--- src/hdl/bcm_pkg.sv ---
// Shared types, constants and helpers for the binary cross morphology core.
`default_nettype none

package bcm_pkg;

    localparam int MAX_WIDTH  = 1024;
    localparam int COL_W      = $clog2(MAX_WIDTH);
    localparam int SIZE_W     = 11;
    localparam int ROW_W      = SIZE_W;
    localparam int POS_W      = SIZE_W + 2;
    localparam int LAT_W      = SIZE_W + 1;
    localparam int GREY_W     = 8;
    localparam int LEVEL_W    = 8;
    localparam int REG_COUNT  = 4;
    localparam int ADDR_W     = $clog2(REG_COUNT * 4);
    localparam int DATA_W     = 32;
    localparam int FIFO_DEPTH = 4;
    localparam int FIFO_AW    = $clog2(FIFO_DEPTH);

    localparam logic [SIZE_W-1:0]  WIDTH_RESET  = SIZE_W'(640);
    localparam logic [SIZE_W-1:0]  HEIGHT_RESET = SIZE_W'(480);
    localparam logic [LEVEL_W-1:0] LEVEL_RESET  = LEVEL_W'(60);
    localparam logic [SIZE_W-1:0]  SIZE_MIN     = SIZE_W'(3);

    typedef enum logic [1:0] {
        MODE_DILATE,
        MODE_ERODE,
        MODE_OPEN,
        MODE_CLOSE
    } mode_t;

    typedef enum logic {
        MORPH_DILATE,
        MORPH_ERODE
    } morph_t;

    typedef enum logic [1:0] {
        REG_FRAME_WIDTH,
        REG_FRAME_HEIGHT,
        REG_OP_MODE,
        REG_BINARIZE_LEVEL
    } reg_idx_t;

    typedef enum logic {
        ACT_PIXEL,
        ACT_FLUSH
    } action_t;

    typedef struct packed {
        logic [SIZE_W-1:0]  width;
        logic [SIZE_W-1:0]  height;
        mode_t              mode;
        logic [LEVEL_W-1:0] level;
    } cfg_t;

    // One unit of work for the back end: a binarized pixel or a drain step
    typedef struct packed {
        logic pix;
        logic start;
        logic emit;
        logic last;
    } cmd_t;

    typedef struct packed {
        logic valid;
        cmd_t cmd;
    } tok_t;

    function automatic logic [SIZE_W-1:0] clamp_width(input logic [SIZE_W-1:0] w);
        logic [SIZE_W-1:0] r;
        r = w;
        if (w < SIZE_MIN)
            r = SIZE_MIN;
        else if (w > SIZE_W'(MAX_WIDTH))
            r = SIZE_W'(MAX_WIDTH);
        return r;
    endfunction

    function automatic logic [SIZE_W-1:0] clamp_height(input logic [SIZE_W-1:0] h);
        logic [SIZE_W-1:0] r;
        r = h;
        if (h < SIZE_MIN)
            r = SIZE_MIN;
        return r;
    endfunction

    function automatic logic is_two_stage(input mode_t m);
        return (m == MODE_OPEN) || (m == MODE_CLOSE);
    endfunction

endpackage

`default_nettype wire

--- src/hdl/bcm_fifo.sv ---
// Short command queue between the front end and the back end.
`default_nettype none

module bcm_fifo import bcm_pkg::*; (
    input  wire logic clk,
    input  wire logic rst_n,
    input  wire logic push,
    input  wire cmd_t push_cmd,
    output logic      full,
    input  wire logic pop,
    output logic      nonempty,
    output cmd_t      head
);

    cmd_t               slot_reg [FIFO_DEPTH];
    logic [FIFO_AW-1:0] wr_ptr_reg, wr_ptr_next;
    logic [FIFO_AW-1:0] rd_ptr_reg, rd_ptr_next;
    logic [FIFO_AW:0]   count_reg, count_next;
    logic               do_push;
    logic               do_pop;

    always_comb
    begin
        full     = (count_reg == (FIFO_AW + 1)'(FIFO_DEPTH));
        nonempty = (count_reg != '0);
        head     = slot_reg[rd_ptr_reg];
        do_push  = push && !full;
        do_pop   = pop && nonempty;

        wr_ptr_next = do_push ? (wr_ptr_reg + FIFO_AW'(1)) : wr_ptr_reg;
        rd_ptr_next = do_pop ? (rd_ptr_reg + FIFO_AW'(1)) : rd_ptr_reg;
        count_next  = count_reg;
        if (do_push && !do_pop)
            count_next = count_reg + (FIFO_AW + 1)'(1);
        else if (do_pop && !do_push)
            count_next = count_reg - (FIFO_AW + 1)'(1);
    end

    always_ff @(posedge clk or negedge rst_n)
    begin
        if (!rst_n)
        begin
            wr_ptr_reg <= '0;
            rd_ptr_reg <= '0;
            count_reg  <= '0;
        end
        else
        begin
            wr_ptr_reg <= wr_ptr_next;
            rd_ptr_reg <= rd_ptr_next;
            count_reg  <= count_next;
        end
    end

    always_ff @(posedge clk)
    begin
        if (do_push)
            slot_reg[wr_ptr_reg] <= push_cmd;
    end

endmodule

`default_nettype wire

--- config.mk ---
export PLATFORM = sky130hd
export DESIGN_NAME = bcm_fifo
export DESIGN_NICKNAME = d
export VERILOG_FILES = /design/src/hdl/bcm_pkg.sv /design/src/hdl/bcm_fifo.sv
export SDC_FILE = /design/constraint.sdc
export NUM_CORES = 1
export LEC_CHECK = 0
export BUFFER_PORTS_ARGS = -buffer_cell sky130_fd_sc_hd__clkbuf_2
export CORE_UTILIZATION = 52
export CTS_CLUSTER_DIAMETER = 60
export DETAILED_ROUTE_END_ITERATION = 16
export GPL_TIMING_DRIVEN = 0
export PLACE_DENSITY = 0.73
export SLEW_MARGIN = 20
export SYNTH_ARGS = -nofsm -noshare
export SYNTH_HDL_FRONTEND = slang
export SYNTH_SLANG_ARGS = --single-unit
--- constraint.sdc ---
create_clock -name clk -period 2.31 [get_ports clk]
set_input_delay 0.462 -clock clk [delete_from_list [all_inputs] [get_ports clk]]
set_output_delay 0.462 -clock clk [all_outputs]
set_load 0.05 [all_outputs]
==> run metrics, run 1 <==
most common library cell in the layout ignoring fill and taps=edfxtp_1; vias=488; max reg flops=16; CTS resizes=0; filler instances=162; Ports=14; critical path type=reg -> reg; syn nets=71; DRT iter0 DRCs=0; pre-CTS setup slack=0.200 ns; Floorplan Core Area=1760 µm²; Post-Synthesis Cells=57; Critical Path RT=2.54 ns; endpoint class of the critical path=flop; period utilization=92.7%; Nets=90; Placed Instance Area=1100 µm²; Final HPWL DP=1.00 mm; Pint=0.000921 W; critical path cell sequence=or3_1, nand2_1, ha_1, inv_1, fa_1, xor2_1, nor2_1, xor2_1; cts bufs inserted=3; Worst path max stage delay=0.46 ns; Vias/cell=4.88; clock share of power=11.3%; Slew HR=76.7%; post-synthesis sequential area ratio=65.3%; Clock Latency Late Sink=0.29 ns; fraction of registers with async set/reset=30.4%; TNS Setup=0 ns; clock skew=0.000976 ns; starting utilization of the core area=57.0%; Tmin final=2.14 ns; GRT overflow=0; routability congestion estimate=0.638; crit path from=count_reg[1]$_DFFE_PN0P_; max capacitance violation total=0; clk sinks=23; commonest non-fill, non-tap cells in the layout=16 x edfxtp_1, 13 x clkbuf_2, 7 x dfrtp_1; Worst Path Max Fanout=4; sequential share of power=42.9%; R2R setup slack=0.17 ns; Sequential cell area=656 µm²; Switching Share=40.0%; status=finished clean; DRC=0; Peak VDD IR=0.000681 V; syn_area_per_cell=17.6 µm²; Yosys cell types=19; full die area=2110 µm²; Min-Delay Path Class=in -> reg; CTS tree=yes; Arrival @ worst endpoint=2.37 ns; element type at the critical path start=flop; first-pass GRT wire length=2.21 mm; Antenna diodes=0; Setup crit end=count_reg[2]$_DFFE_PN0P_; DP Cell Count=95; slowest CP cell=dfrtp_1; layout cells sized above 1=33.3%; Worst R2R Start=count_reg[1]$_DFFE_PN0P_; CTS HTree Levels=1; Leak Pwr=0.457 nW; ANT nets after route=0; site row count=15; Syn-to-layout area delta=13.2%; chip height=46.0 µm; Post-synth EDFFs=16; fin worst setup slack=0.169 ns; Clock Path Buffers=2; Post-synth top flop=edfxtp_1; Reg clk slew, reported paths=0.11 ns; Final Core Density=64.5%; DR pass1 iterations=1; width of the die=46.0 µm; power per cell area=1350 nW/µm²; RSZ-0062 raised after global routing=false; Non-Filler Instances=100; FMAX=467 MHz; largest net degree at the start of global routing=13; antenna violations before repair=0; net switching power=0.000614 W; Post-Syn Area=1000 µm²; worst slew pin tran=0.348 ns; final setup fails=0; Logic pwr share=45.8%; drt total wl=1.32 mm; post-CTS setup buffer count=0; Worst Reg-to-Reg Cells=8; vias in the first global route=503; global-route usage over all layers=16.2%; # port buffers=13; RR Endpoint=count_reg[2]$_DFFE_PN0P_; Ys Warns=0; Fin. Hold Viols=0; FF+latch count, synth=23; routed length per instance=13.2 µm; Worst path most repeated cell=xor2_1; Slew Viols, Final=0; Multi-input gate area=322 µm²; Finished Cell Area=1140 µm²; clk root buf=clkbuf_4
[power groups by stage]
stage | sequential [W] | clock [W] | combinational (W)
final | 0.000658 | 0.000174 | 0.000703
after global routing | 0.000676 | 0.000196 | 0.000776
after CTS | 0.000662 | 0.000181 | 0.000718
after detailed placement | 0.000672 | 0 | 0.000717
after global placement | 0.000667 | 0 | 0.000701
after floorplan | 0.000649 | 0 | 0.000595
[metal layers]
| layer | part of all wire (%) | global-route usage, % | vias to the layer above |
|---|---|---|---|
| met5 | 0 | 0 | - |
| met4 | 1.7 | 8.82 | 0 |
| met3 | 1.9 | 3.57 | 2 |
| met2 | 49 | 24.2 | 6 |
| met1 | 47 | 21.9 | 238 |
| li1 | - | - | 242 |
[Yosys cell counts (2+ instances only)]
| master | n | area (µm²) |
|---|---|---|
| mux4_2 | 4 | 90.1 |
| ha_1 | 5 | 62.6 |
| edfxtp_1 | 16 | 480 |
| xnor2_1 | 4 | 35.0 |
| and2_1 | 3 | 18.8 |
| nor2_1 | 2 | 7.51 |
| inv_1 | 3 | 11.3 |
| nand2_1 | 2 | 7.51 |
| xor2_1 | 2 | 17.5 |
| dfrtp_1 | 7 | 175 |
[worst max-delay path: cells and delay by family, from the launching register on]
kind | cells | cell delay, ns
AND/OR/NAND/NOR | 3 | 0.67
adder cells (fa/ha/maj) | 2 | 0.57
XOR/XNOR | 2 | 0.31
buffers and inverters | 1 | 0.06
flip-flops | 1 | 0.46
[area by class of cell]
class,instances,share of cell area [%]
Inverter,3,0.990
Timing Repair Buffer,14,6.60
Clock buffer,4,2.31
Tap cell,25,2.75
Multi-Input combinational cell,29,28.3
Buffer,2,1.43
Sequential cell,23,57.6
[stage by stage]
stage                     hold WS [ns]  power [W]
after floorplan                  0.166    0.00124
final                            0.378    0.00154
after global routing             0.365    0.00165
after CTS                        0.373    0.00156
after detailed placement         0.308    0.00139
after global placement           0.304    0.00137
[what timing repair did]
action / CTS / global route
hold buffers: 1 / 0
setup endpoints to repair: 0 / 0
endpoints found under the hold margin: 7 / 0
[cell families (layout without fill, tap and decap cells)]
kind of cell | after synthesis | count (layout) | share of synthesized area [%]
adders and majority gates | 6 | 6 | 8.22
DFF | 23 | 23 | 65.3
muxes | 6 | 6 | 11.6
xor gates and xnor gates | 6 | 6 | 5.23
buffers and inverters | 5 | 23 | 2.74
and+or+nand+nor | 11 | 11 | 6.98
[worst min path at each step]
stage           startpoint                   endpoint  slack, ns  cells past startpoint
2_1_floorplan        rst_n   count_reg[0]$_DFFE_PN0P_       0.17                      0
3_3_place_gp         rst_n  rd_ptr_reg[1]$_DFFE_PN0P_       0.30                      1
3_5_place_dp         rst_n  rd_ptr_reg[1]$_DFFE_PN0P_       0.31                      1
4_1_cts        push_cmd[3]   slot_reg[1][3]$_DFFE_PP_       0.37                      1
5_1_grt        push_cmd[3]   slot_reg[0][3]$_DFFE_PP_       0.36                      1
6_report       push_cmd[2]   slot_reg[0][2]$_DFFE_PP_       0.38                      1
(Power assumes the default switching activity.)
==> run 2, diff against run 1 <==
--- a/config.mk
+++ b/config.mk
@@ -6,11 +6,11 @@
 export NUM_CORES = 1
 export LEC_CHECK = 0
 export BUFFER_PORTS_ARGS = -buffer_cell sky130_fd_sc_hd__clkbuf_2
-export CORE_UTILIZATION = 52
+export CORE_UTILIZATION = 54
 export CTS_CLUSTER_DIAMETER = 60
 export DETAILED_ROUTE_END_ITERATION = 16
 export GPL_TIMING_DRIVEN = 0
-export PLACE_DENSITY = 0.73
+export PLACE_DENSITY = 0.76
 export SLEW_MARGIN = 20
 export SYNTH_ARGS = -nofsm -noshare
 export SYNTH_HDL_FRONTEND = slang
==> run metrics, run 2 (synthesis results as in run 1) <==
status=finished clean; GRT overflow=0 (unchanged); antenna violations before repair=0 (unchanged); element type at the critical path start=flop; commonest non-fill, non-tap cells in the layout=16 x edfxtp_1, 13 x clkbuf_2, 7 x dfrtp_1; worst slew pin tran=0.435 ns (+0.0869 ns); clock skew=0.00278 ns (+0.00180 ns); layout cells sized above 1=34.7% (+1.3 points); routed length on met2=690 µm (+6.3%); Clock Latency Late Sink=0.30 ns (about the same); critical path type=reg -> reg; max reg flops=16 (unchanged); vias in the first global route=509 (+1.2%); FMAX=474 MHz (+1.5%); CTS HTree Levels=1 (unchanged); Antenna diodes=0 (unchanged); Slew Viols, Final=0 (unchanged); first-pass GRT wire length=2.33 mm (+5.0%); CTS tree=yes; power per cell area=1360 nW/µm² (+0.54%); period utilization=91.3% (-1.4 points); chip height=45.1 µm (-1.8%); Slew HR=70.9% (-5.8 points); largest net degree at the start of global routing=14 (+1); Reg clk slew, reported paths=0.12 ns (about the same); ANT nets after route=0 (unchanged); vias=509 (+4.3%); routed length per instance=13.9 µm (+5.4%); Final HPWL DP=1.05 mm (+4.7%); Worst path most repeated cell=xor2_1; DR top layer=met4; Critical Path RT=2.54 ns (about the same); RSZ-0062 raised after global routing=false; DRC=0 (unchanged); Worst path max stage delay=0.48 ns (+0.02 ns); global-route usage over all layers=17.0% (+0.85 points); starting utilization of the core area=58.2% (+1.2 points); hold bufs inserted after CTS=1 (unchanged); full die area=2040 µm² (-3.5%); final setup fails=0 (unchanged); # port buffers=13 (unchanged); filler instances=140 (-14%); DRT iter0 DRCs=3 (+3); M1 WL=623 µm (+0.97%); most common library cell in the layout ignoring fill and taps=edfxtp_1; Floorplan Core Area=1730 µm² (-2.1%); Syn-to-layout area delta=13.3%; Arrival @ worst endpoint=2.34 ns (-0.03 ns); endpoint class of the critical path=flop; Vias/cell=5.09 (+4.3%); routability congestion estimate=0.678 (+6.2%); clk sinks=23 (unchanged); fin worst setup slack=0.201 ns (+0.0320 ns); post-CTS setup buffer count=0 (unchanged); pre-CTS setup slack=0.222 ns (+0.0218 ns); clk root buf=clkbuf_4; site row count=15 (unchanged); WP buf/inv=1 (unchanged); Clock Path Buffers=2 (unchanged); DR pass1 iterations=3 (+2); max capacitance violation total=0 (unchanged); Worst Path Max Fanout=4 (unchanged); cts bufs inserted=3 (unchanged); Peak VDD IR=0.000675 V (-0.81%); TNS Setup=0 ns (unchanged); slowest CP cell=dfrtp_1; R2R setup slack=0.20 ns (+0.03 ns); critical path cell sequence=or3_1, nand2_1, ha_1, inv_1, fa_1, xor2_1, nor2_1, xor2_1; CTS resizes=0 (unchanged); Nets=90 (unchanged); Top Family by Delay on Critical Path=simple AND/OR/NAND/NOR gates; Min-Delay Path Class=in -> reg; met3 wire length=59 µm (+140%); Ports=14 (unchanged); width of the die=45.1 µm (-1.8%); Fin. Hold Viols=0 (unchanged); Leak Pwr=0.459 nW (+0.60%); drt total wl=1.39 mm (+5.4%); Tmin final=2.11 ns (-0.0320 ns)
-- run 2: layout make-up --
type	count	area (µm²)	area share (%)
well taps	25	31.3	2.75
flip-flops and latches	23	656	57.6
clock buffers	3	22.5	1.98
multi-input cells	29	322	28.2
clock inverters	1	5.00	0.440
repair buffers	14	75.1	6.59
inverters	3	11.3	0.989
plain buffers	2	16.3	1.43
-- run 2: routing by layer --
metal | global-route usage, % | vias up
met2 | 28.1 | 11
met3 | 2.80 | 2
met1 | 21.5 | 253
li1 | - | 243
met4 | 9.09 | 0
met5 | 0 | -
-- run 2: final timing paths --
| kind | startpoint | end | cells after the start |
|---|---|---|---|
| max | count_reg[0]$_DFFE_PN0P_ | count_reg[2]$_DFFE_PN0P_ | 8 |
| min | push_cmd[2] | slot_reg[2][2]$_DFFE_PP_ | 1 |
| max reg2reg | count_reg[0]$_DFFE_PN0P_ | count_reg[2]$_DFFE_PN0P_ | 8 |
| min reg2reg | count_reg[2]$_DFFE_PN0P_ | count_reg[2]$_DFFE_PN0P_ | 1 |
| max in group asynchronous | rst_n | wr_ptr_reg[0]$_DFFE_PN0P_ | 2 |
| min in group asynchronous | rst_n | count_reg[1]$_DFFE_PN0P_ | 2 |
-- run 2: stage by stage --
stage	total power [W]	cell area [µm²]	std cells	util (%)	hold WS (ns)
final	0.00155	1140	100	65.9	0.374
after detailed placement	0.00139	1100	95	63.8	0.310
after CTS	0.00157	1140	100	65.9	0.367
after floorplan	0.00124	1000	57	-	0.166
after global placement	0.00137	1100	95	63.8	0.313
after global routing	0.00165	1140	100	65.9	0.364
-- run 2: power by group --
part | leakage, nW | internal [W] | switching (W)
Clock | 0.0177 | 0.0000644 | 0.000112
Combinational | 0.213 | 0.000281 | 0.000428
Sequential | 0.228 | 0.000571 | 0.0000886
