### config.mk
export PLATFORM = sky130hd
export DESIGN_NAME = bcm_front_flat
export DESIGN_NICKNAME = d
export VERILOG_FILES = /design/src/hdl/bcm_pkg.sv /design/src/hdl/bcm_in_if.sv /design/src/hdl/bcm_front.sv /design/src/flat_wrapper.sv
export SDC_FILE = /design/constraint.sdc
export NUM_CORES = 1
export LEC_CHECK = 0
export BUFFER_PORTS_ARGS = -buffer_cell sky130_fd_sc_hd__buf_2
export CORE_ASPECT_RATIO = 2
export CORE_MARGIN = 2
export CORE_UTILIZATION = 35
export CTS_BUF_LIST = sky130_fd_sc_hd__clkbuf_2 sky130_fd_sc_hd__clkbuf_4 sky130_fd_sc_hd__clkbuf_8
export DETAILED_ROUTE_END_ITERATION = 10
export PLACE_DENSITY = 0.62
export SYNTH_ARGS = -nofsm -noshare
export SYNTH_HDL_FRONTEND = slang
export SYNTH_SLANG_ARGS = --single-unit
### constraint.sdc
create_clock -name clk -period 5.74 [get_ports clk]
set_input_delay 1.435 -clock clk [delete_from_list [all_inputs] [get_ports clk]]
set_output_delay 1.435 -clock clk [all_outputs]
set_load 0.005 [all_outputs]
### src/hdl/bcm_pkg.sv
// Shared types, constants and helpers for the binary cross morphology core.
`default_nettype none

package bcm_pkg;

    localparam int MAX_WIDTH  = 1024;
    localparam int COL_W      = $clog2(MAX_WIDTH);
    localparam int SIZE_W     = 11;
    localparam int ROW_W      = SIZE_W;
    localparam int POS_W      = SIZE_W + 2;
    localparam int LAT_W      = SIZE_W + 1;
    localparam int GREY_W     = 8;
    localparam int LEVEL_W    = 8;
    localparam int REG_COUNT  = 4;
    localparam int ADDR_W     = $clog2(REG_COUNT * 4);
    localparam int DATA_W     = 32;
    localparam int FIFO_DEPTH = 4;
    localparam int FIFO_AW    = $clog2(FIFO_DEPTH);

    localparam logic [SIZE_W-1:0]  WIDTH_RESET  = SIZE_W'(640);
    localparam logic [SIZE_W-1:0]  HEIGHT_RESET = SIZE_W'(480);
    localparam logic [LEVEL_W-1:0] LEVEL_RESET  = LEVEL_W'(60);
    localparam logic [SIZE_W-1:0]  SIZE_MIN     = SIZE_W'(3);

    typedef enum logic [1:0] {
        MODE_DILATE,
        MODE_ERODE,
        MODE_OPEN,
        MODE_CLOSE
    } mode_t;

    typedef enum logic {
        MORPH_DILATE,
        MORPH_ERODE
    } morph_t;

    typedef enum logic [1:0] {
        REG_FRAME_WIDTH,
        REG_FRAME_HEIGHT,
        REG_OP_MODE,
        REG_BINARIZE_LEVEL
    } reg_idx_t;

    typedef enum logic {
        ACT_PIXEL,
        ACT_FLUSH
    } action_t;

    typedef struct packed {
        logic [SIZE_W-1:0]  width;
        logic [SIZE_W-1:0]  height;
        mode_t              mode;
        logic [LEVEL_W-1:0] level;
    } cfg_t;

    // One unit of work for the back end: a binarized pixel or a drain step
    typedef struct packed {
        logic pix;
        logic start;
        logic emit;
        logic last;
    } cmd_t;

    typedef struct packed {
        logic valid;
        cmd_t cmd;
    } tok_t;

    function automatic logic [SIZE_W-1:0] clamp_width(input logic [SIZE_W-1:0] w);
        logic [SIZE_W-1:0] r;
        r = w;
        if (w < SIZE_MIN)
            r = SIZE_MIN;
        else if (w > SIZE_W'(MAX_WIDTH))
            r = SIZE_W'(MAX_WIDTH);
        return r;
    endfunction

    function automatic logic [SIZE_W-1:0] clamp_height(input logic [SIZE_W-1:0] h);
        logic [SIZE_W-1:0] r;
        r = h;
        if (h < SIZE_MIN)
            r = SIZE_MIN;
        return r;
    endfunction

    function automatic logic is_two_stage(input mode_t m);
        return (m == MODE_OPEN) || (m == MODE_CLOSE);
    endfunction

endpackage

`default_nettype wire

### src/hdl/bcm_in_if.sv
// Input pixel channel: valid/ready handshake with action and grey value.
`default_nettype none

interface bcm_in_if import bcm_pkg::*; ();
    logic              valid;
    logic              ready;
    logic              action;
    logic [GREY_W-1:0] grey_in;

    modport source (output valid, output action, output grey_in, input ready);
    modport sink (input valid, input action, input grey_in, output ready);
endinterface

`default_nettype wire

### src/hdl/bcm_front.sv
// Front end: accepts items, binarizes pixels, tracks frame position and drain count.
`default_nettype none

module bcm_front import bcm_pkg::*; (
    input  wire logic clk,
    input  wire logic rst_n,
    bcm_in_if.sink    pix_in,
    input  wire cfg_t cfg,
    input  wire logic restart,
    input  wire logic q_full,
    output logic      q_push,
    output cmd_t      q_cmd
);

    logic [COL_W-1:0] col_reg, col_next;
    logic [ROW_W-1:0] row_reg, row_next;
    logic             done_reg, done_next;
    logic [LAT_W-1:0] drain_reg, drain_next;

    logic [SIZE_W-1:0] w;
    logic [SIZE_W-1:0] h;
    logic              two_stage;
    logic [LAT_W-1:0]  lat;
    logic              accept;
    logic              is_pixel;
    logic [COL_W-1:0]  cur_col;
    logic [ROW_W-1:0]  cur_row;
    logic              col_last;
    logic              row_last;
    logic              past_lat;
    logic              flush_emit;

    always_comb
    begin
        w         = clamp_width(cfg.width);
        h         = clamp_height(cfg.height);
        two_stage = is_two_stage(cfg.mode);
        lat       = two_stage ? (LAT_W'({w, 1'b0}) + LAT_W'(2)) : (LAT_W'(w) + LAT_W'(1));

        pix_in.ready = !q_full;
        accept       = pix_in.valid && pix_in.ready;
        is_pixel     = (action_t'(pix_in.action) == ACT_PIXEL);

        // a pixel after a complete frame opens a new one
        cur_col  = done_reg ? '0 : col_reg;
        cur_row  = done_reg ? '0 : row_reg;
        col_last = ({1'b0, cur_col} == (w - SIZE_W'(1)));
        row_last = (cur_row == (h - SIZE_W'(1)));

        // position at or beyond the latency of the selected mode
        if (two_stage)
            past_lat = (cur_row >= ROW_W'(3)) ||
                       ((cur_row == ROW_W'(2)) && (cur_col >= COL_W'(2)));
        else
            past_lat = (cur_row >= ROW_W'(2)) ||
                       ((cur_row == ROW_W'(1)) && (cur_col >= COL_W'(1)));

        flush_emit = done_reg && (drain_reg != '0);

        q_push      = accept && (is_pixel || flush_emit);
        q_cmd.pix   = is_pixel && (pix_in.grey_in > cfg.level);
        q_cmd.start = is_pixel && (cur_col == '0) && (cur_row == '0);
        q_cmd.emit  = is_pixel ? past_lat : 1'b1;
        q_cmd.last  = !is_pixel && (drain_reg == LAT_W'(1));

        col_next   = col_reg;
        row_next   = row_reg;
        done_next  = done_reg;
        drain_next = drain_reg;
        if (restart)
        begin
            col_next  = '0;
            row_next  = '0;
            done_next = 1'b0;
        end
        else if (accept)
        begin
            if (is_pixel)
            begin
                done_next = 1'b0;
                if (col_last && row_last)
                begin
                    col_next   = '0;
                    row_next   = '0;
                    done_next  = 1'b1;
                    drain_next = lat;
                end
                else if (col_last)
                begin
                    col_next = '0;
                    row_next = cur_row + ROW_W'(1);
                end
                else
                begin
                    col_next = cur_col + COL_W'(1);
                    row_next = cur_row;
                end
            end
            else if (flush_emit)
            begin
                drain_next = drain_reg - LAT_W'(1);
            end
        end
    end

    always_ff @(posedge clk or negedge rst_n)
    begin
        if (!rst_n)
        begin
            col_reg   <= '0;
            row_reg   <= '0;
            done_reg  <= 1'b0;
            drain_reg <= '0;
        end
        else
        begin
            col_reg   <= col_next;
            row_reg   <= row_next;
            done_reg  <= done_next;
            drain_reg <= drain_next;
        end
    end

endmodule

`default_nettype wire

### src/flat_wrapper.sv
// flat-port wrapper written by rule: the top's interface ports become plain ports
module bcm_front_flat import bcm_pkg::*;
  (clk, rst_n, cfg, restart, q_full, q_push, q_cmd, pix_in_valid, pix_in_action, pix_in_grey_in, pix_in_ready);
  bcm_in_if pix_in_i ();
  input  wire logic clk;
  input  wire logic rst_n;
  input  wire cfg_t cfg;
  input  wire logic restart;
  input  wire logic q_full;
  output logic q_push;
  output cmd_t q_cmd;
  input wire logic [$bits(pix_in_i.valid)-1:0] pix_in_valid;
  input wire logic [$bits(pix_in_i.action)-1:0] pix_in_action;
  input wire logic [$bits(pix_in_i.grey_in)-1:0] pix_in_grey_in;
  output wire logic [$bits(pix_in_i.ready)-1:0] pix_in_ready;
  assign pix_in_i.valid = pix_in_valid;
  assign pix_in_i.action = pix_in_action;
  assign pix_in_i.grey_in = pix_in_grey_in;
  assign pix_in_ready = pix_in_i.ready;
  bcm_front u_core (.clk(clk), .rst_n(rst_n), .pix_in(pix_in_i), .cfg(cfg), .restart(restart), .q_full(q_full), .q_push(q_push), .q_cmd(q_cmd));
endmodule
==> results of run 1 <==
[final cells by class]
class / count / share of cell area, %
multi-input cells: 444 / 66.0
clock buffers: 8 / 2.45
inverters: 29 / 2.43
flip-flops and latches: 34 / 19.0
well taps: 142 / 3.96
repair buffers: 54 / 6.25
[metrics by stage]
step	std cells	instance area [µm²]	hold slack, ns	power [mW]
5_1_grt	711	4490	0.585	0.667
3_3_place_gp	703	4380	0.520	0.413
3_5_place_dp	703	4380	0.523	0.418
2_1_floorplan	537	4050	0.495	0.362
6_report	711	4490	0.544	0.631
4_1_cts	711	4490	0.543	0.640
[synthesized netlist by cell type, types with 4 or more instances]
library cell	instances	area, µm²
inv_1	28	105
a211oi_1	4	30.0
nor3_1	19	95.1
o21ai_0	34	170
or4_1	8	60.1
nor2b_1	14	87.6
clkbuf_1	26	97.6
o31ai_1	7	52.6
a22o_1	4	35.0
nor4_1	12	75.1
a21o_1	7	52.6
nor3b_1	10	75.1
nor2_1	47	176
dfrtp_1	34	851
ha_1	22	275
nand2b_1	9	56.3
nor4b_1	4	35.0
nand4_1	9	56.3
nand3_1	15	75.1
a211o_1	5	43.8
a31oi_1	13	81.3
and3_1	12	75.1
a22oi_1	4	30.0
mux2i_1	4	40.0
xnor2_1	21	184
xor2_1	6	52.6
a32oi_1	4	35.0
a41oi_1	4	35.0
o211ai_1	5	37.5
a21oi_1	22	110
or3_1	13	81.3
nand2_1	48	180
[worst min-delay path by stage]
stage / cells past startpoint / start / end
final: 1 / u_core.col_reg[0] / u_core.col_reg[0]
after floorplan: 1 / u_core.drain_reg[8] / u_core.drain_reg[8]
after detailed placement: 1 / u_core.col_reg[0] / u_core.col_reg[0]
after global placement: 2 / u_core.row_reg[9] / u_core.row_reg[9]
after CTS: 1 / u_core.col_reg[0] / u_core.col_reg[0]
after global routing: 1 / u_core.col_reg[0] / u_core.col_reg[0]
[kinds of logic (layout without fill, tap and decap cells)]
family | Yosys count | count (layout) | synth area share, %
and+or+nand+nor | 239 | 239 | 32.4
AOI/OAI and AO/OA | 148 | 148 | 25.5
buffers and inverters | 59 | 91 | 5.96
DFF | 34 | 34 | 21.0
xor gates and xnor gates | 28 | 28 | 6.42
adders and majority gates | 22 | 22 | 6.79
muxes | 7 | 7 | 1.91
[placed cells by master (no fill, tap or decap), types with 19 or more instances in the layout]
master   instances
buf_2           50
nand2_1         48
nor2_1          47
o21ai_0         34
dfrtp_1         34
inv_1           28
a21oi_1         22
ha_1            22
xnor2_1         21
nor3_1          19
[power groups by stage]
| stage | Sequential (mW) | Combinational [mW] | Clock (mW) |
|---|---|---|---|
| after global routing | 0.258 | 0.176 | 0.233 |
| final | 0.257 | 0.157 | 0.217 |
| after floorplan | 0.258 | 0.105 | 0 |
| after detailed placement | 0.261 | 0.157 | 0 |
| after global placement | 0.261 | 0.152 | 0 |
| after CTS | 0.256 | 0.158 | 0.226 |
[layer usage]
metal	track usage [%]	vias up	wire length [µm]	part of all wire [%]
met5	0	-	0	0
met4	11.4	0	490	4.2
met3	1.50	34	392	3.4
met2	36.6	134	6370	55
met1	19.2	2008	4400	38
li1	-	2074	-	-
[critical path: stages]
cell and delay [ns]:
buf_2 0.16, nor4_1 0.45, a31oi_1 0.25, nor2_1 0.31
inv_1 0.09, ha_1 0.37, nor2_1 0.13, nand3_1 0.08
a21oi_1 0.19, a2bb2oi_1 0.18, nand4_1 0.21, nor3_4 0.54
buf_4 0.25, nand4_1 0.15, a41o_1 0.28, a21o_1 0.17
==> flow_summary_export.csv, run 1 <==
group,metric,value,unit
floorplan,start_util,35.9,%
synthesis,synth_edf_count,0,
critical_path,path_class,"input pin to register",
power_and_ir_drop,p_clk_share,34.4,%
sta,finalMaxSlewViolations,0,
power_and_ir_drop,peakVddDrop,0.0685,mV
routing,remaining_drc_errors,0,
layout,layout-drive-gt1-share,14.4,%
sta,fin_worst_skew,0.00877,ns
run_status,status,"complete, no violations",
layout,seq_area,851,µm²
floorplan,die-area,12500,µm²
clock_network,htreeDepth,2,
sta,postLayoutSetupSlackWorst,0.676,ns
sta,final-hold-violation-count,0,
routing,post_drt_wl_per_cell,16.4,µm
floorplan,die_w,80.1,µm
floorplan,num_io_pins,52,
critical_path,cp.arrival,5.25,ns
power_and_ir_drop,seq_power_share,40.7,%
floorplan,coreArea,11300,µm²
critical_path,worstSetupStartpoint,"cfg[27]",
placement,dp_hpwl,9060,µm
layout,multi_input_area,2960,µm²
clock_network,cts_buffers,5,
layout,fillers,1198,
power_and_ir_drop,intPower,0.433,mW
sta,fmax,0.197,GHz
layout,finish.utilization,39.8,%
routing,wirelength,11700,µm
layout,syn_to_final_growth,10.7,%
clock_network,clkLatencyLatePin,0.30,ns
global_routing,grt_overflow,0,
synthesis,ys_seq_area_share,21.0,%
critical_path,r2r_cells,11,
sta,rsz0062_at_grt,"no",
global_routing,grt_max_degree,35,
power_and_ir_drop,switchingPower,0.198,mW
clock_network,post-cts-setup-buffer-count,0,
clock_network,clkSinkCount,34,
placement,gp_congestion,0.921,
power_and_ir_drop,power_density,141,nW/µm²
global_routing,track_usage,19.1,%
synthesis,synth_warnings,0,
run,cap_viol_max_count,0,
power_and_ir_drop,p_sw_share,31.4,%
sta,period_needed,5.06,ns
critical_path,r2r-start,"u_core.done_reg",
layout,num_antenna_cells,0,
clock_network,ctsResizeCount,0,
global_routing,grt_pass1_wl,19300,µm
routing,drt_iter0_markers,225,
synthesis,synth_fp_nets,605,
layout,nets,636,
routing,vias_per_cell,5.98,
routing,ant_nets,0,
critical_path,crit_end,"u_core.row_reg[3]",
synthesis,postSynthRegisterBits,34,
floorplan,die_h,156,µm
clock_network,hold_buffers,0,
placement,pre_cts_ws,0.384,ns
synthesis,async_flop_share,100,%
global_routing,grt_antenna_before_repair,0,
routing,via_count,4250,
synthesis,syn_inst,537,
sta,setup_tns,0,ns
sta,tightest_slew,0.835,ns
min_path,min_path_type,"register to register",
critical_path,required,5.92,ns
critical_path,critPathMaxFanout,13,
routing,dr.pass1.iters,4,
power_and_ir_drop,p_comb_share,24.9,%
critical_path,cp-end-kind,"register",
sta,slew_headroom,44.3,%
synthesis,synth_area,4050,µm²
synthesis,ys_types,73,
clock_network,cts_tree,"done",
synthesis,syn_avg_cell_area,7.54,µm²
critical_path,reg2reg_slack,2.41,ns
placement,numPortBuffers,50,
critical_path,cp-start-kind,"input pin",
clock_network,clock_path_buffers,2,
sta,layout_worst_path_cycle_share,88.2,%
clock_network,root_buffer,"clkbuf_8",
layout,largest_reg_flops,12,
power_and_ir_drop,cellLeakagePower,1.89,nW
global_routing,grt_pass1_vias,4158,
synthesis,ys.flop_type,"dfrtp_1",
clock_network,clkTransAtPathRegs,0.08,ns
sta,setup_violations,0,
floorplan,rows,55,
critical_path,worstReg2RegEnd,"u_core.row_reg[3]",
Power figures use the tool's default switching activity.
==> run 2, diff against run 1 <==
ABC_AREA = 1   (was default)
==> flow_summary_export.csv, run 2 <==
group,metric,value,unit
synthesis,yosysTopAreaCell,"dfrtp_1",
critical_path,crit_buf_inv,2,
layout,syn_to_final_growth,11.8,%
sta,finalMaxSlewViolations,0,
synthesis,synth_top_area_share,20.6,%
placement,dp_hpwl,9900,µm
placement,placed_cells,842,
clock_network,clock_path_buffers,2,
synthesis,ys_types,44,
synthesis,syn_inst,652,
critical_path,cp-start-kind,"register",
routing,remaining_drc_errors,0,
placement,numPortBuffers,50,
run_status,status,"complete, no violations",
layout,fin_cells,850,
run,cap_viol_max_count,0,
routing,via_count,4407,
power_and_ir_drop,p_comb_share,37.6,%
sta,rsz0062_at_grt,"no",
layout,final_cell_area,4630,µm²
sta,setup_violations,0,
floorplan,coreArea,11600,µm²
layout,largest_reg_flops,12,
routing,ant_nets,0,
layout,nets,772,
sta,period_needed,4.25,ns
synthesis,postSynthRegisterBits,34,
synthesis,synth_area_leaders,"dfrtp_1 (21%), nand2_1 (14%), inv_1 (8.6%)",
global_routing,grt_pass1_vias,4419,
global_routing,grt_antenna_before_repair,0,
critical_path,path_class,"register to primary output",
sta,slew_headroom,46.8,%
layout,num_antenna_cells,0,
global_routing,track_usage,20.0,%
critical_path,required,4.30,ns
global_routing,grt_max_degree,35,
clock_network,hold_buffers,0,
critical_path,path_common_cell,"nand2_1",
critical_path,critPathMaxFanout,15,
placement,postPlaceCellArea,4530,µm²
floorplan,die_w,80.9,µm
synthesis,syn_avg_cell_area,6.35,µm²
clock_network,clkSinkCount,34,
synthesis,synth.most_common_cell,"nand2_1",
sta,holdWs,0.482,ns
global_routing,grt_overflow,0,
clock_network,clkLatencyLatePin,0.31,ns
power_and_ir_drop,peakVddDrop,0.187,mV
sta,final-hold-violation-count,0,
clock_network,ctsResizeCount,0,
floorplan,die-area,12800,µm²
critical_path,critPathTopFamily,"simple AND/OR/NAND/NOR gates",
floorplan,die_h,158,µm
power_and_ir_drop,power,0.783,mW
synthesis,synth_area,4140,µm²
synthesis,synth_common_cells,"nand2_1 (156), inv_1 (95), nor2_1 (89)",
floorplan,num_io_pins,52,
routing,vias_per_cell,5.18,
sta,fin_worst_skew,0.0131,ns
sta,layout_worst_path_cycle_share,74.1,%
synthesis,ys.flop_type,"dfrtp_1",
critical_path,worstPathCellList,"inv_2 -> nand2_1 -> nand2_1 -> nor3_1 -> nand4_1 -> nor3b_1 -> o211ai_1 -> nand2_1 -> o2111ai_1 -> buf_2",
synthesis,async_flop_share,100,%
layout,layout-drive-gt1-share,16.6,%
power_and_ir_drop,p_sw_share,40.3,%
clock_network,post-cts-setup-buffer-count,0,
power_and_ir_drop,intPower,0.468,mW
routing,wirelength,12200,µm
routing,post_drt_wl_per_cell,14.3,µm
placement,gp_congestion,0.975,
floorplan,rows,56,
layout,fillers,1303,
critical_path,cp_slowest_cell,"dfrtp_1",
layout,mostFrequentLayoutCells,"nand2_1 (156), inv_1 (95), nor2_1 (89), buf_2 (50), nand3_1 (49)",
global_routing,grt_pass1_wl,20100,µm
power_and_ir_drop,p_clk_share,25.7,%
clock_network,cts_buffers,5,
clock_network,htreeDepth,2,
power_and_ir_drop,switchingPower,0.315,mW
synthesis,synth_fp_nets,720,
power_and_ir_drop,seq_power_share,36.7,%
sta,fmax,0.235,GHz
clock_network,clkTransAtPathRegs,0.07,ns
sta,tightest_slew,0.798,ns
routing,dr.pass1.iters,4,
synthesis,synth_edf_count,0,
power_and_ir_drop,cellLeakagePower,2.37,nW
clock_network,root_buffer,"clkbuf_8",
synthesis,synth_warnings,0,
power_and_ir_drop,power_density,169,nW/µm²
floorplan,start_util,35.6,%
clock_network,cts_tree,"done",
synthesis,ys_seq_area_share,20.6,%
critical_path,cpPeakStageDelay,0.75,ns
critical_path,cp-end-kind,"primary output",
critical_path,cp.arrival,2.82,ns
layout,final_common_cell,"nand2_1",
min_path,min_path_type,"register to register",
sta,setup_tns,0,ns
routing,drt_iter0_markers,180,
-- run 2: cell families after synthesis --
family | share of synthesized area (%)
AOI/OAI and AO/OA | 11.5
and+or+nand+nor | 42.7
buffers and inverters | 10.5
xor gates and xnor gates | 8.13
adders and majority gates | 6.65
DFF | 20.6
-- run 2: worst reg2reg max path: stages (launching register included) --
cell and delay [ns]:
dfrtp_1 0.75, inv_2 0.25, nand2_1 0.25, xor2_1 0.17
nand2_1 0.07, nor2_1 0.12, nand2_2 0.08, nor2_4 0.13
nand2_4 0.08, nor2_8 0.15, nand2_4 0.07, nor2_4 0.12
nand3_4 0.12, nand2_4 0.12, nand2_4 0.21, nand2_2 0.15
o21ai_2 0.06
-- run 2: final timing paths --
path                                     from                  end  slack (ns)  cells after the start
setup / recovery              u_core.done_reg             q_cmd[1]        1.49                     10
hold / removal             u_core.row_reg[10]   u_core.row_reg[10]        0.48                      2
setup reg to reg              u_core.done_reg  u_core.drain_reg[3]        2.76                     16
hold reg to reg            u_core.row_reg[10]   u_core.row_reg[10]        0.48                      2
max in group asynchronous               rst_n    u_core.row_reg[2]        4.01                      1
min in group asynchronous               rst_n    u_core.row_reg[4]        1.20                      1
-- run 2: routing by layer --
metal  part of all wire [%]  global-route usage (%)  up-vias
li1                       -                       -     2216
met1                     35                    19.3     2066
met2                     58                    39.6       89
met3                    2.4                    1.82       36
met4                    4.5                    10.8        0
met5                      0                       0        -
-- run 2: cell type report --
type / count / area, µm² / share of cell area [%]
Multi-Input combinational cell: 509 / 2860 / 61.7
Timing Repair Buffer: 51 / 258 / 5.57
Clock inverter: 2 / 12.5 / 0.270
Sequential cell: 34 / 851 / 18.4
Clock buffer: 6 / 82.6 / 1.78
Inverter: 103 / 387 / 8.36
Tap cell: 145 / 181 / 3.92
-- run 2: per-stage QoR --
stage          utilization (%)  worst slack (ns)
2_1_floorplan                -              1.80
3_3_place_gp              39.0              1.13
3_5_place_dp              39.0              1.15
4_1_cts                   39.8              1.48
5_1_grt                   39.8              1.07
6_report                  39.8              1.49
-- run 2: power by group through the flow --
stage	Sequential (mW)	Clock, mW	Combinational (mW)
after global placement	0.290	0	0.287
after CTS	0.287	0.205	0.295
after floorplan	0.286	0	0.216
after detailed placement	0.291	0	0.293
after global routing	0.290	0.211	0.339
final	0.287	0.201	0.295
==> run 3, diff against run 2 <==
clock period = 4.35 ns   (was 5.74 ns; I/O delays follow)
==> flow_summary_export.csv, run 3 (synthesis results as in run 2) <==
group,metric,value,unit
sta,tightest_slew,0.848,ns
power_and_ir_drop,cellLeakagePower,2.38,nW
critical_path,critPathMaxFanout,20,
routing,drt_iter0_markers,195,
floorplan,die_w,80.9,µm
floorplan,start_util,35.6,%
sta,setup_tns,0,ns
clock_network,ctsResizeCount,0,
clock_network,hold_buffers,0,
routing,remaining_drc_errors,0,
clock_network,cts_tree,"done",
routing,dr.pass1.iters,4,
clock_network,cts_buffers,5,
sta,fmax,0.269,GHz
sta,finalMaxSlewViolations,0,
clock_network,clkSinkCount,34,
layout,num_antenna_cells,0,
placement,numPortBuffers,50,
placement,dp_hpwl,10100,µm
critical_path,cp.arrival,3.90,ns
global_routing,grt_pass1_wl,19600,µm
sta,rsz0062_at_grt,"no",
min_path,min_path_type,"register to register",
placement,postPlaceCellArea,4550,µm²
clock_network,root_buffer,"clkbuf_8",
floorplan,die-area,12800,µm²
layout,final_common_cell,"nand2_1",
sta,postLayoutSetupSlackWorst,0.627,ns
floorplan,die_h,158,µm
run,cap_viol_max_count,0,
layout,largest_reg_flops,12,
global_routing,grt_overflow,0,
floorplan,rows,56,
floorplan,num_io_pins,52,
routing,post_drt_wl_per_cell,14.4,µm
critical_path,path_class,"input pin to register",
floorplan,coreArea,11600,µm²
layout,syn_to_final_growth,12.2,%
run_status,status,"complete, no violations",
clock_network,clkTransAtPathRegs,0.07,ns
clock_network,htreeDepth,2,
clock_network,post-cts-setup-buffer-count,0,
placement,gp_congestion,0.965,
placement,pre_cts_ws,0.284,ns
layout,nets,774,
clock_network,clock_path_buffers,2,
sta,final-hold-violation-count,0,
sta,layout_worst_path_cycle_share,85.6,%
critical_path,cp-start-kind,"input pin",
layout,layout-drive-gt1-share,16.8,%
global_routing,track_usage,19.9,%
layout,seq_area,851,µm²
global_routing,grt_antenna_before_repair,0,
global_routing,grt_pass1_vias,4206,
layout,fillers,1283,
sta,setup_violations,0,
clock_network,clkLatencyLatePin,0.30,ns
sta,fin_worst_skew,0.00879,ns
layout,final_cell_area,4640,µm²
layout,mostFrequentLayoutCells,"nand2_1 (156), inv_1 (95), nor2_1 (89), buf_2 (50), nand3_1 (49)",
power_and_ir_drop,peakVddDrop,0.196,mV
routing,wirelength,12300,µm
critical_path,required,4.53,ns
layout,multi_input_area,2860,µm²
sta,slew_headroom,43.5,%
global_routing,grt_max_degree,35,
sta,period_needed,3.72,ns
power_and_ir_drop,power,1.03,mW
routing,vias_per_cell,5.10,
power_and_ir_drop,power_density,223,nW/µm²
routing,via_count,4342,
critical_path,cp-end-kind,"register",
routing,ant_nets,0,
run 3: cell count changes in the layout (fill, tap and decap cells not counted):
cell,change
clkbuf_4,+1
buf_4,+2
clkinvlp_4,-1
run 3: final cells by class:
cell class              count  area share (%)
clock buffers               7            1.94
clock inverters             1           0.108
inverters                 103            8.33
multi-input cells         509            61.5
flip-flops and latches     34            18.3
well taps                 145            3.91
repair buffers             53            5.88
run 3: worst max-delay path, stage by stage:
cell and delay (ns):
buf_2 0.12, nor2_1 0.17, nand2_1 0.08, nor2_1 0.12, nand2_2 0.09, nand2_4 0.11, inv_1 0.10, ha_1 0.28
inv_1 0.12, xor2_1 0.15, nand2_1 0.06, nor2_1 0.13, nand2_2 0.09, nor2_4 0.15, nand2_4 0.09, nor2_8 0.14
nand2_4 0.06, nor2_4 0.11, nand3_4 0.11, nand2_4 0.11, nand2_4 0.20, nand2_2 0.14, o21ai_2 0.06
run 3: final timing paths:
kind / endpoint / from / cells after the start / slack [ns]
worst min-delay path: u_core.row_reg[9] / u_core.row_reg[9] / 2 / 0.48
max in group asynchronous: u_core.col_reg[5] / rst_n / 1 / 2.92
min in group asynchronous: u_core.row_reg[3] / rst_n / 1 / 0.89
worst max-delay path: u_core.drain_reg[10] / cfg[27] / 23 / 0.63
worst min register to register: u_core.row_reg[9] / u_core.row_reg[9] / 2 / 0.48
worst max register to register: u_core.drain_reg[10] / u_core.done_reg / 16 / 1.59
run 3: report_power, final:
part	internal, mW	switching, mW	total (mW)
logic	0.144	0.248	0.392
clock network	0.134	0.127	0.261
registers	0.346	0.0347	0.381
run 3: metrics by stage:
step,util (%),hold WS [ns],instances
after floorplan,-,0.449,652
after global placement,39.1,0.462,844
after detailed placement,39.1,0.465,844
after CTS,39.9,0.485,852
after global routing,39.9,0.520,852
final,39.9,0.484,852
run 3: per-layer routing:
layer | global-route usage (%) | part of all wire (%) | up-vias
met5 | 0 | 0 | -
li1 | - | - | 2214
met4 | 13.4 | 6.5 | 0
met2 | 38.8 | 56 | 93
met1 | 18.6 | 35 | 2001
met3 | 1.82 | 2.5 | 34
